==> src/rtl/attw_pkg.sv <==
// Shared types, widths and constants for the atlas triangle texel writer.
`timescale 1ns / 1ps

package attw_pkg;

	localparam int MAX_TEX_DIM      = 1024;
	localparam int MAX_TRIANGLES    = 4096;
	localparam int WEIGHT_FRAC_BITS = 15;

	localparam int TRI_IDX_W = 12;
	localparam int WEIGHT_W  = 16;
	localparam int COLOR_W   = 8;
	localparam int TEXEL_W   = 10;
	localparam int ADDR_W    = 22;

	localparam int DIM_W   = 11;
	localparam int COUNT_W = 13;
	localparam int SPR_W   = 7;
	localparam int CELL_W  = 11;

	localparam int CFG_INDEX_W = 3;
	localparam int CFG_DATA_W  = 13;

	localparam logic [CFG_INDEX_W-1:0] REG_TEXTURE_WIDTH   = 3'd0;
	localparam logic [CFG_INDEX_W-1:0] REG_TEXTURE_HEIGHT  = 3'd1;
	localparam logic [CFG_INDEX_W-1:0] REG_TRIANGLE_COUNT  = 3'd2;
	localparam logic [CFG_INDEX_W-1:0] REG_SQUARES_PER_ROW = 3'd3;
	localparam logic [CFG_INDEX_W-1:0] REG_CELL_WIDTH      = 3'd4;
	localparam logic [CFG_INDEX_W-1:0] REG_CELL_HEIGHT     = 3'd5;

	// square divider: 11-bit square number padded to 12, four quotient bits per stage
	localparam int SQ_W       = TRI_IDX_W - 1;
	localparam int DIV_STEPS  = 4;
	localparam int DIV_STAGES = 3;
	localparam int QUO_W      = DIV_STEPS * DIV_STAGES;
	localparam int REM_W      = SPR_W;

	// datapath widths
	localparam int BX_W  = REM_W + CELL_W;
	localparam int BY_W  = SQ_W + CELL_W;
	localparam int PX_W  = BX_W + 2;
	localparam int PY_W  = BY_W + 2;
	localparam int CX_W  = PX_W + 1;
	localparam int CY_W  = PY_W + 1;
	localparam int WS_W  = WEIGHT_W + 1;
	localparam int PRX_W = CX_W + WS_W;
	localparam int PRY_W = CY_W + WS_W;
	localparam int SX_W  = PRX_W + 2;
	localparam int SY_W  = PRY_W + 2;
	localparam int SHIFT = WEIGHT_FRAC_BITS + 1;
	localparam int XR_W  = SX_W - SHIFT;
	localparam int YR_W  = SY_W - SHIFT;
	localparam int LIN_W = TEXEL_W + DIM_W;

	localparam logic [SHIFT-1:0] TRUNC_MASK = '1;

	typedef struct packed {
		logic [TRI_IDX_W-1:0] triangle_index;
		logic [WEIGHT_W-1:0]  weight_a;
		logic [WEIGHT_W-1:0]  weight_b;
		logic [WEIGHT_W-1:0]  weight_c;
		logic [COLOR_W-1:0]   red;
		logic [COLOR_W-1:0]   green;
		logic [COLOR_W-1:0]   blue;
	} sample_t;

	typedef struct packed {
		logic                 write_valid;
		logic [TEXEL_W-1:0]   texel_x;
		logic [TEXEL_W-1:0]   texel_y;
		logic [ADDR_W-1:0]    byte_address;
		logic [COLOR_W-1:0]   out_red;
		logic [COLOR_W-1:0]   out_green;
		logic [COLOR_W-1:0]   out_blue;
	} texel_t;

	typedef struct packed {
		logic [COLOR_W-1:0] red;
		logic [COLOR_W-1:0] green;
		logic [COLOR_W-1:0] blue;
	} rgb_t;

	// effective configuration, already saturated
	typedef struct packed {
		logic [DIM_W-1:0]   tex_w;
		logic [DIM_W-1:0]   tex_h;
		logic [COUNT_W-1:0] tri_count;
		logic [SPR_W-1:0]   sq_per_row;
		logic [CELL_W-1:0]  cell_w;
		logic [CELL_W-1:0]  cell_h;
	} cfg_t;

	typedef struct packed {
		logic [REM_W-1:0] rem;
		logic [QUO_W-1:0] quo;
	} div_t;

endpackage

==> src/rtl/attw_div_step.sv <==
// Four restoring division steps of the square number by squares per row.
`timescale 1ns / 1ps

module attw_div_step (
	input  logic [attw_pkg::SPR_W-1:0]     divisor,
	input  logic [attw_pkg::DIV_STEPS-1:0] bits,
	input  attw_pkg::div_t                 prev,
	output attw_pkg::div_t                 next
);
	import attw_pkg::*;

	logic [REM_W:0]   trial;
	logic [REM_W-1:0] rem;
	logic [QUO_W-1:0] quo;

	always_comb begin
		rem = prev.rem;
		quo = prev.quo;
		trial = '0;
		for (int i = 0; i < DIV_STEPS; i++) begin
			trial = {rem, bits[DIV_STEPS-1-i]};
			if (trial >= {1'b0, divisor}) begin
				trial = trial - {1'b0, divisor};
				quo = {quo[QUO_W-2:0], 1'b1};
			end else begin
				quo = {quo[QUO_W-2:0], 1'b0};
			end
			rem = trial[REM_W-1:0];
		end
		next.rem = rem;
		next.quo = quo;
	end

endmodule

==> config.mk <==
export PLATFORM = sky130hd
export DESIGN_NAME = attw_div_step
export DESIGN_NICKNAME = d
export VERILOG_FILES = /design/src/rtl/attw_pkg.sv /design/src/rtl/attw_div_step.sv
export SDC_FILE = /design/constraint.sdc
export NUM_CORES = 1
export LEC_CHECK = 0
export BUFFER_PORTS_ARGS = -buffer_cell sky130_fd_sc_hd__buf_2
export CAP_MARGIN = 20
export CORE_ASPECT_RATIO = 2
export CORE_MARGIN = 4
export CORE_UTILIZATION = 40
export DETAILED_ROUTE_END_ITERATION = 16
export PLACE_DENSITY = 0.73
export SLEW_MARGIN = 30
export SYNTH_ARGS = -nofsm -noshare
export SYNTH_HDL_FRONTEND = slang
export SYNTH_SLANG_ARGS = --single-unit
==> constraint.sdc <==
create_clock -name vclk -period 9.1
set_input_delay 0.455 -clock vclk [all_inputs]
set_output_delay 0.455 -clock vclk [all_outputs]
set_load 0.03 [all_outputs]
==> flow_summary.json <==
{
  "status": "finished, final reports clean",
  "ios": 49,
  "numPortBuffers": 29,
  "grt_max_degree": 12,
  "gp_congestion": 0.860,
  "regArea_um2": 0,
  "synth_area_um2": 1610,
  "slew_headroom": 0.555,
  "grt_pass1_vias": 1765,
  "grt_pass1_wl_um": 7470,
  "drt-total-wl_um": 4440,
  "die_y_um": 97.7,
  "drc": 0,
  "yosysWarnings": 0,
  "yosysMostFrequentCell": "ha_1",
  "place_area_um2": 1760,
  "die_w_um": 52.9,
  "synthCells": 217,
  "synth_common_cells": "28 x ha_1, 27 x inv_1, 14 x a21oi_1",
  "final_cell_area_um2": 1780,
  "cp.required_ns": 8.65,
  "antenna_found_initial": 0,
  "critPathTopFamily": "compound AO/OA/AOI/OAI gates",
  "seq_cells": 0,
  "clkbuf_count": 0,
  "setup_viol": 0,
  "synth-seq-area-share": 0,
  "drv_slew": 0,
  "area_delta_synth_final_pct": 10.6,
  "synth_nets": 279,
  "synth.area.top_cells": "ha_1 22%, inv_1 6.3%, fa_1 5.0%",
  "antenna_left": 0,
  "vias": 1663,
  "yosys.area.top_type": "ha_1",
  "wire_per_inst_um": 15.3,
  "crit_type": "in2out",
  "worst_path_largest_cell_delay_ns": 0.51,
  "timing.fmax_ghz": 0.117,
  "die_area_um2": 5170,
  "cp_max_fo": 8,
  "fillers": 423,
  "initial_utilization": 0.415,
  "arrival_ns": 8.11,
  "core_um2": 3880,
  "rows": 32,
  "period_minus_slack_ns": 8.56,
  "hpwl_um": 3880,
  "worst_setup_path_start_kind": "primary input",
  "drtIter0Drc": 31,
  "globalRouteTotalUtil": 0.181,
  "dpl_worst_slack_ns": 0.332,
  "avgSynthCellArea_um2": 7.42,
  "cts_hold_buffers": 0,
  "finalHoldViolCount": 0,
  "worst_pin_slew_ns": 0.660,
  "gr-total-overflow": 0,
  "cp_num_buf_inv": 6,
  "ys_types": 45,
  "worstHoldPathType": "in2out",
  "timing.final.ws_setup_ns": 0.538,
  "period_share": 0.941,
  "viasPerCell": 5.73,
  "synth_top_area_share": 0.218,
  "end_kind": "output port",
  "nNetsFinal": 303,
  "crit_slowest_cell": "fa_1",
  "diodes": 0,
  "drive_gt1_frac": 0.192,
  "firstDrtPassIters": 4,
  "cap_violations": 0
}
-- routing by layer --
| metal | wire, um | vias to the layer above | share of wire | global-route usage |
|---|---|---|---|---|
| met3 | 110 | 14 | 0.025 | 0.00611 |
| met1 | 1430 | 786 | 0.32 | 0.160 |
| met4 | 215 | 0 | 0.048 | 0.0689 |
| li1 | - | 828 | - | - |
| met2 | 2680 | 35 | 0.60 | 0.384 |
| met5 | 0 | - | 0 | 0 |
-- cell type report --
cell class | instances | area, um2 | share of cell area
inverter | 28 | 105 | 0.0590
multi-input combinational | 179 | 1440 | 0.811
tap | 51 | 63.8 | 0.0358
timing repair buffer | 32 | 168 | 0.0942
-- per-stage QoR --
step / instances / TNS [ns] / hold slack [ns] / utilization
after floorplan: 217 / 0 / 1.04 / -
after global placement: 289 / 0 / 0.910 / 0.453
after detailed placement: 289 / 0 / 0.910 / 0.453
after CTS: 289 / 0 / 0.910 / 0.453
after global routing: 290 / -0.00218 / 0.910 / 0.458
final: 290 / 0 / 0.910 / 0.458
-- cell families (layout without fill, tap and decap cells) --
kind of cell	count (synthesis)	count (layout)	synth area share
buffers and inverters	38	60	0.112
adders and majority gates	32	32	0.267
AOI/OAI and AO/OA	69	69	0.307
and+or+nand+nor	54	54	0.170
xor gates and xnor gates	13	13	0.0707
muxes	11	11	0.0730
-- worst paths after layout --
| path | start | to | slack [ns] | depth (start not counted) |
|---|---|---|---|---|
| hold / removal | prev[6] | next[10] | 0.91 | 0 |
| setup / recovery | divisor[1] | next[18] | 0.54 | 33 |
-- repair_timing --
| item | 4_1_cts | 5_1_grt |
|---|---|---|
| endpoints found under the hold margin | 0 | 0 |
| buffers inserted | 0 | 1 |
| setup endpoints to repair | 0 | 8 |
| gates resized for setup | 0 | 6 |
-- layout by cell type, fill, tap and decap left out, types with 2 or more instances in the layout --
| cell type | count |
|---|---|
| nor2_1 | 13 |
| inv_1 | 27 |
| a21oi_1 | 14 |
| o21ai_0 | 10 |
| ha_1 | 28 |
| o211ai_1 | 3 |
| a21o_1 | 6 |
| a211oi_1 | 4 |
| fa_1 | 4 |
| xor2_1 | 5 |
| mux2_2 | 6 |
| o221ai_1 | 5 |
| and3_1 | 3 |
| o21bai_1 | 2 |
| a31oi_1 | 3 |
| nand2b_1 | 10 |
| o21ai_1 | 3 |
| buf_2 | 29 |
| nor3_1 | 3 |
| o21a_1 | 5 |
| mux2i_1 | 4 |
| nand2_1 | 12 |
| o311ai_0 | 2 |
| nor2b_1 | 6 |
| buf_4 | 3 |
| xnor2_1 | 8 |
Power is left out: the tool's default activity adds up to more than one toggle a clock period on the data nets, which glitch-free logic cannot reach.
