[src/rtl/attw_pkg.sv]
// Shared types, widths and constants for the atlas triangle texel writer.
`timescale 1ns / 1ps

package attw_pkg;

	localparam int MAX_TEX_DIM      = 1024;
	localparam int MAX_TRIANGLES    = 4096;
	localparam int WEIGHT_FRAC_BITS = 15;

	localparam int TRI_IDX_W = 12;
	localparam int WEIGHT_W  = 16;
	localparam int COLOR_W   = 8;
	localparam int TEXEL_W   = 10;
	localparam int ADDR_W    = 22;

	localparam int DIM_W   = 11;
	localparam int COUNT_W = 13;
	localparam int SPR_W   = 7;
	localparam int CELL_W  = 11;

	localparam int CFG_INDEX_W = 3;
	localparam int CFG_DATA_W  = 13;

	localparam logic [CFG_INDEX_W-1:0] REG_TEXTURE_WIDTH   = 3'd0;
	localparam logic [CFG_INDEX_W-1:0] REG_TEXTURE_HEIGHT  = 3'd1;
	localparam logic [CFG_INDEX_W-1:0] REG_TRIANGLE_COUNT  = 3'd2;
	localparam logic [CFG_INDEX_W-1:0] REG_SQUARES_PER_ROW = 3'd3;
	localparam logic [CFG_INDEX_W-1:0] REG_CELL_WIDTH      = 3'd4;
	localparam logic [CFG_INDEX_W-1:0] REG_CELL_HEIGHT     = 3'd5;

	// square divider: 11-bit square number padded to 12, four quotient bits per stage
	localparam int SQ_W       = TRI_IDX_W - 1;
	localparam int DIV_STEPS  = 4;
	localparam int DIV_STAGES = 3;
	localparam int QUO_W      = DIV_STEPS * DIV_STAGES;
	localparam int REM_W      = SPR_W;

	// datapath widths
	localparam int BX_W  = REM_W + CELL_W;
	localparam int BY_W  = SQ_W + CELL_W;
	localparam int PX_W  = BX_W + 2;
	localparam int PY_W  = BY_W + 2;
	localparam int CX_W  = PX_W + 1;
	localparam int CY_W  = PY_W + 1;
	localparam int WS_W  = WEIGHT_W + 1;
	localparam int PRX_W = CX_W + WS_W;
	localparam int PRY_W = CY_W + WS_W;
	localparam int SX_W  = PRX_W + 2;
	localparam int SY_W  = PRY_W + 2;
	localparam int SHIFT = WEIGHT_FRAC_BITS + 1;
	localparam int XR_W  = SX_W - SHIFT;
	localparam int YR_W  = SY_W - SHIFT;
	localparam int LIN_W = TEXEL_W + DIM_W;

	localparam logic [SHIFT-1:0] TRUNC_MASK = '1;

	typedef struct packed {
		logic [TRI_IDX_W-1:0] triangle_index;
		logic [WEIGHT_W-1:0]  weight_a;
		logic [WEIGHT_W-1:0]  weight_b;
		logic [WEIGHT_W-1:0]  weight_c;
		logic [COLOR_W-1:0]   red;
		logic [COLOR_W-1:0]   green;
		logic [COLOR_W-1:0]   blue;
	} sample_t;

	typedef struct packed {
		logic                 write_valid;
		logic [TEXEL_W-1:0]   texel_x;
		logic [TEXEL_W-1:0]   texel_y;
		logic [ADDR_W-1:0]    byte_address;
		logic [COLOR_W-1:0]   out_red;
		logic [COLOR_W-1:0]   out_green;
		logic [COLOR_W-1:0]   out_blue;
	} texel_t;

	typedef struct packed {
		logic [COLOR_W-1:0] red;
		logic [COLOR_W-1:0] green;
		logic [COLOR_W-1:0] blue;
	} rgb_t;

	// effective configuration, already saturated
	typedef struct packed {
		logic [DIM_W-1:0]   tex_w;
		logic [DIM_W-1:0]   tex_h;
		logic [COUNT_W-1:0] tri_count;
		logic [SPR_W-1:0]   sq_per_row;
		logic [CELL_W-1:0]  cell_w;
		logic [CELL_W-1:0]  cell_h;
	} cfg_t;

	typedef struct packed {
		logic [REM_W-1:0] rem;
		logic [QUO_W-1:0] quo;
	} div_t;

endpackage

[src/rtl/attw_cfg_regs.sv]
// Configuration register file with saturation of the programmed values.
`timescale 1ns / 1ps

module attw_cfg_regs (
	input  logic                            clk,
	input  logic                            arst_n,
	input  logic                            cfg_valid,
	output logic                            cfg_ready,
	input  logic [attw_pkg::CFG_INDEX_W-1:0] cfg_index,
	input  logic [attw_pkg::CFG_DATA_W-1:0]  cfg_data,
	output attw_pkg::cfg_t                  cfg
);
	import attw_pkg::*;

	logic [DIM_W-1:0]   tex_w_q;
	logic [DIM_W-1:0]   tex_h_q;
	logic [COUNT_W-1:0] tri_count_q;
	logic [SPR_W-1:0]   sq_per_row_q;
	logic [CELL_W-1:0]  cell_w_q;
	logic [CELL_W-1:0]  cell_h_q;

	assign cfg_ready = 1'b1;

	always_ff @(posedge clk or negedge arst_n) begin
		if (!arst_n) begin
			tex_w_q      <= DIM_W'(1024);
			tex_h_q      <= DIM_W'(1024);
			tri_count_q  <= COUNT_W'(12);
			sq_per_row_q <= SPR_W'(3);
			cell_w_q     <= CELL_W'(341);
			cell_h_q     <= CELL_W'(341);
		end else if (cfg_valid && cfg_ready) begin
			case (cfg_index)
				REG_TEXTURE_WIDTH:   tex_w_q      <= cfg_data[DIM_W-1:0];
				REG_TEXTURE_HEIGHT:  tex_h_q      <= cfg_data[DIM_W-1:0];
				REG_TRIANGLE_COUNT:  tri_count_q  <= cfg_data[COUNT_W-1:0];
				REG_SQUARES_PER_ROW: sq_per_row_q <= cfg_data[SPR_W-1:0];
				REG_CELL_WIDTH:      cell_w_q     <= cfg_data[CELL_W-1:0];
				REG_CELL_HEIGHT:     cell_h_q     <= cfg_data[CELL_W-1:0];
				default: ;
			endcase
		end
	end

	always_comb begin
		cfg.tex_w      = (tex_w_q > DIM_W'(MAX_TEX_DIM)) ? DIM_W'(MAX_TEX_DIM) : tex_w_q;
		cfg.tex_h      = (tex_h_q > DIM_W'(MAX_TEX_DIM)) ? DIM_W'(MAX_TEX_DIM) : tex_h_q;
		cfg.tri_count  = (tri_count_q > COUNT_W'(MAX_TRIANGLES)) ?
			COUNT_W'(MAX_TRIANGLES) : tri_count_q;
		cfg.sq_per_row = (sq_per_row_q == '0) ? SPR_W'(1) : sq_per_row_q;
		cfg.cell_w     = cell_w_q;
		cfg.cell_h     = cell_h_q;
	end

endmodule

[config.mk]
export PLATFORM = sky130hd
export DESIGN_NAME = attw_cfg_regs
export DESIGN_NICKNAME = d
export VERILOG_FILES = /design/src/rtl/attw_pkg.sv /design/src/rtl/attw_cfg_regs.sv
export SDC_FILE = /design/constraint.sdc
export NUM_CORES = 1
export LEC_CHECK = 0
export ABC_CLOCK_PERIOD_IN_PS = 1100
export BUFFER_PORTS_ARGS = -buffer_cell sky130_fd_sc_hd__buf_4
export CORE_UTILIZATION = 46
export DETAILED_ROUTE_END_ITERATION = 8
export PLACE_DENSITY = 0.8
export SYNTH_ARGS = -nofsm -noshare
export SYNTH_HDL_FRONTEND = slang
export SYNTH_SLANG_ARGS = --single-unit
[constraint.sdc]
create_clock -name clk -period 1.1 [get_ports clk]
set_clock_uncertainty 0.2 [all_clocks]
set_input_delay 0 -clock clk [delete_from_list [all_inputs] [get_ports clk]]
set_output_delay 0 -clock clk [all_outputs]
set_load 0.05 [all_outputs]
==> key figures <==
Clock network
  – Root Buffer: clkbuf_8
  – CTS Buf Count: 9
  – Clock sinks: 64
  – Clk slew on worst S/H paths: 0.06 ns
  – CTS H-tree lvls: 3
  – CTS tree: yes
  – Maximum clock insertion buffer count: 2
  – Worst skew pair latency: 0.33 ns

Die
  – IO Pins: 84
  – Die area: 6240 um^2
  – Die Y: between 70 and 80 um
  – FP Rows: 27
  – Die W: roughly 79 um
  – Initial Util: approximately 49%
  – Core Footprint: 5610 um^2

Routing
  – TritonRoute pass-1 iters: 4
  – Iter 0 DRT Violations: 80
  – Antenna viol nets, final: 0
  – Drt wl/cell: between 15 and 20 um
  – Via/cell ratio: 5.06
  – Residual DRC: 0
  – WL final: roughly 7400 um
  – Vias: between 1500 and 2000

Global route
  – Initial antenna violation count: 0
  – Gr ovfl total: 0
  – GRT Overall Usage: 24.9%
  – First-pass GRT wire length: between 10000 and 15000 um
  – Vias in the first global route: about 2100
  – Pin count of the biggest net entering global routing: 65

Power
  – NetSw: 4.15 mW
  – Leak: roughly 2.2 nW
  – Reg power frac: 31.5%
  – Worst VDD drop: roughly 1.6 mV
  – Sw frac: 38.3%
  – PwrDens: approximately 2300 nW/um^2
  – Internal power: about 6.7 mW
  – Comb power frac: between 40% and 50%
  – Clock power frac: around a fifth

Synth
  – Syn Nets: 207
  – Syn_area_per_cell: between 10 and 15 um^2
  – Post-synthesis sequential area ratio: between 50% and 60%
  – Synth warn: 0
  – Synth unique cells: 16
  – #FFs+latches synth: 64
  – Post-synth top area share: ~44%
  – Mapped cell area: 2730 um^2
  – Ranking of synthesized cells by area: dfrtp_1 (44%), mux2_2 (21%), dfstp_2 (15%)
  – Post-synth top area cell: dfrtp_1
  – Syn Inst Count: roughly 190

Timing
  – Final hold violations: 2
  – RSZ-0062 raised after global routing: true
  – Period utilization: 141%
  – Pins Over Slew Limit: 0
  – Setup Viol. Count Final: 60
  – WHS: -0.00159 ns
  – F_max: 644 MHz
  – Minimum clock period: ~1.6 ns
  – Final setup margin: -0.452 ns

Worst hold path
  – Hold Crit Class: in -> reg
  – Worst Hold Depth: 4

Finish
  – Finished Core Util: ~84%
  – Commonest non-fill, non-tap cells in the layout: buf_6 (52), mux2_4 (39), dfrtp_1 (35), nor2b_4 (31), buf_4 (29)
  – Fraction of layout cells with a size suffix above 1: roughly four fifths
  – Nets: 321
  – Area Overhead vs Synth: 73.2%
  – Post-layout instance area: 4720 um^2
  – ANT cells: 0
  – Leading cell type in the layout, fill and taps excluded: buf_6

Status
  – Failing checks: hold timing, setup timing
  – Status: complete, but fails checks

Placement
  – Post-DP HPWL: 4520 um
  – Placed cell area: around 4000 um^2
  – Gp weighted congestion: roughly 0.72
  – IO buf count: a little over 80

Setup path
  – Crit path DAT: between 1 and 1.5 ns
  – Crit-path max FO: 2
  – CP startpoint kind: flip-flop
  – Worst Reg-to-Reg Cells: 3
  – Data required time at the worst endpoint: 0.90 ns
  – Setup Crit Path Kind: reg -> out
  – Crit end category: primary output

Run
  – Max-cap violations: 0
## registers in the layout, indices dropped and copies added (netlist names)
name,cells
cell_h_q,11
cell_w_q,11
tex_w_q,11
sq_per_row_q,7
tex_h_q,11
tri_count_q,13
## final cells by class
type	instances	area (um^2)
repair buffers	121	1360
clock buffers	14	183
flip-flops and latches	64	1640
multi-input cells	106	1410
well taps	72	90.1
fillers	254	888
clock inverters	2	35.0
## cells in the mapped netlist (all sizes together)
master / number
mux2: 64
dfrtp: 48
nor2b: 32
dfstp: 16
clkbuf: 12
buf: 6
and4bb: 3
nand4b: 2
a21o: 1
conb: 1
nor2: 1
nor4: 1
nor4b: 1
## metrics by stage
step / hold WS, ns / setup TNS, ns / power [mW] / std cells / worst slack, ns
2_1_floorplan: -0.496 / -2.25 / 6.61 / 188 / -0.209
4_1_cts: -0.0101 / -14.25 / 10.7 / 376 / -0.409
6_report: -0.00159 / -14.57 / 10.8 / 379 / -0.452
5_1_grt: -0.0000218 / -16.36 / 11.2 / 379 / -0.467
3_3_place_gp: -0.179 / -8.46 / 7.78 / 346 / -0.198
3_5_place_dp: -0.176 / -9.31 / 7.86 / 346 / -0.211
## power groups by stage
| stage | Combinational, mW | Clock (mW) | Sequential [mW] |
|---|---|---|---|
| after floorplan | 2.69 | 0 | 3.92 |
| after global placement | 4.45 | 0 | 3.33 |
| after detailed placement | 4.52 | 0 | 3.33 |
| after CTS | 5.14 | 2.18 | 3.38 |
| after global routing | 5.45 | 2.29 | 3.47 |
| final | 5.27 | 2.15 | 3.41 |
## kinds of logic after synthesis
kind of cell	Yosys count	synth area share [%]
AO/OA/AOI/OAI	1	0.276
AND/OR/NAND/NOR	40	10.3
other	1	0.138
multiplexers	64	26.4
buffers and inverters	18	3.35
flip-flops	64	59.5
## timing repair
item,4_1_cts,5_1_grt
hold endpoints to repair,128,0
resized for setup,91,12
gates cloned,0,0
setup endpoints to repair,65,68
setup buffers,1,5
pin swaps,0,1
hold buffers,14,0
## routing by layer
layer	share of wire, %	vias up	wire length, um	track usage [%]
met5	0	-	0	0
met1	43	967	3220	32.7
li1	-	866	-	-
met2	49	68	3660	40.0
met3	5.0	17	372	6.21
met4	2.3	0	171	9.27
## path summary, 6_finish.rpt
check | start | to | slack, ns
max | sq_per_row_q[3]$_DFFE_PN0P_ | cfg[22] | -0.45
min | cfg_index[1] | tex_w_q[7]$_DFFE_PN0P_ | -0.002
max reg2reg | sq_per_row_q[3]$_DFFE_PN0P_ | sq_per_row_q[3]$_DFFE_PN0P_ | -0.13
min reg2reg | tex_h_q[0]$_DFFE_PN0P_ | tex_h_q[0]$_DFFE_PN0P_ | 0.30
max in group asynchronous | arst_n | cell_h_q[2]$_DFFE_PN1P_ | 0.38
min in group asynchronous | arst_n | cell_w_q[5]$_DFFE_PN0P_ | 0.01
## worst max-delay path, cell delays in order, from the launching register on
cell and delay (ns):
dfrtp_1 0.40, nor4_2 0.28, a21o_2 0.20, buf_8 0.14
No activity file was read; power rests on OpenSTA's default activity.
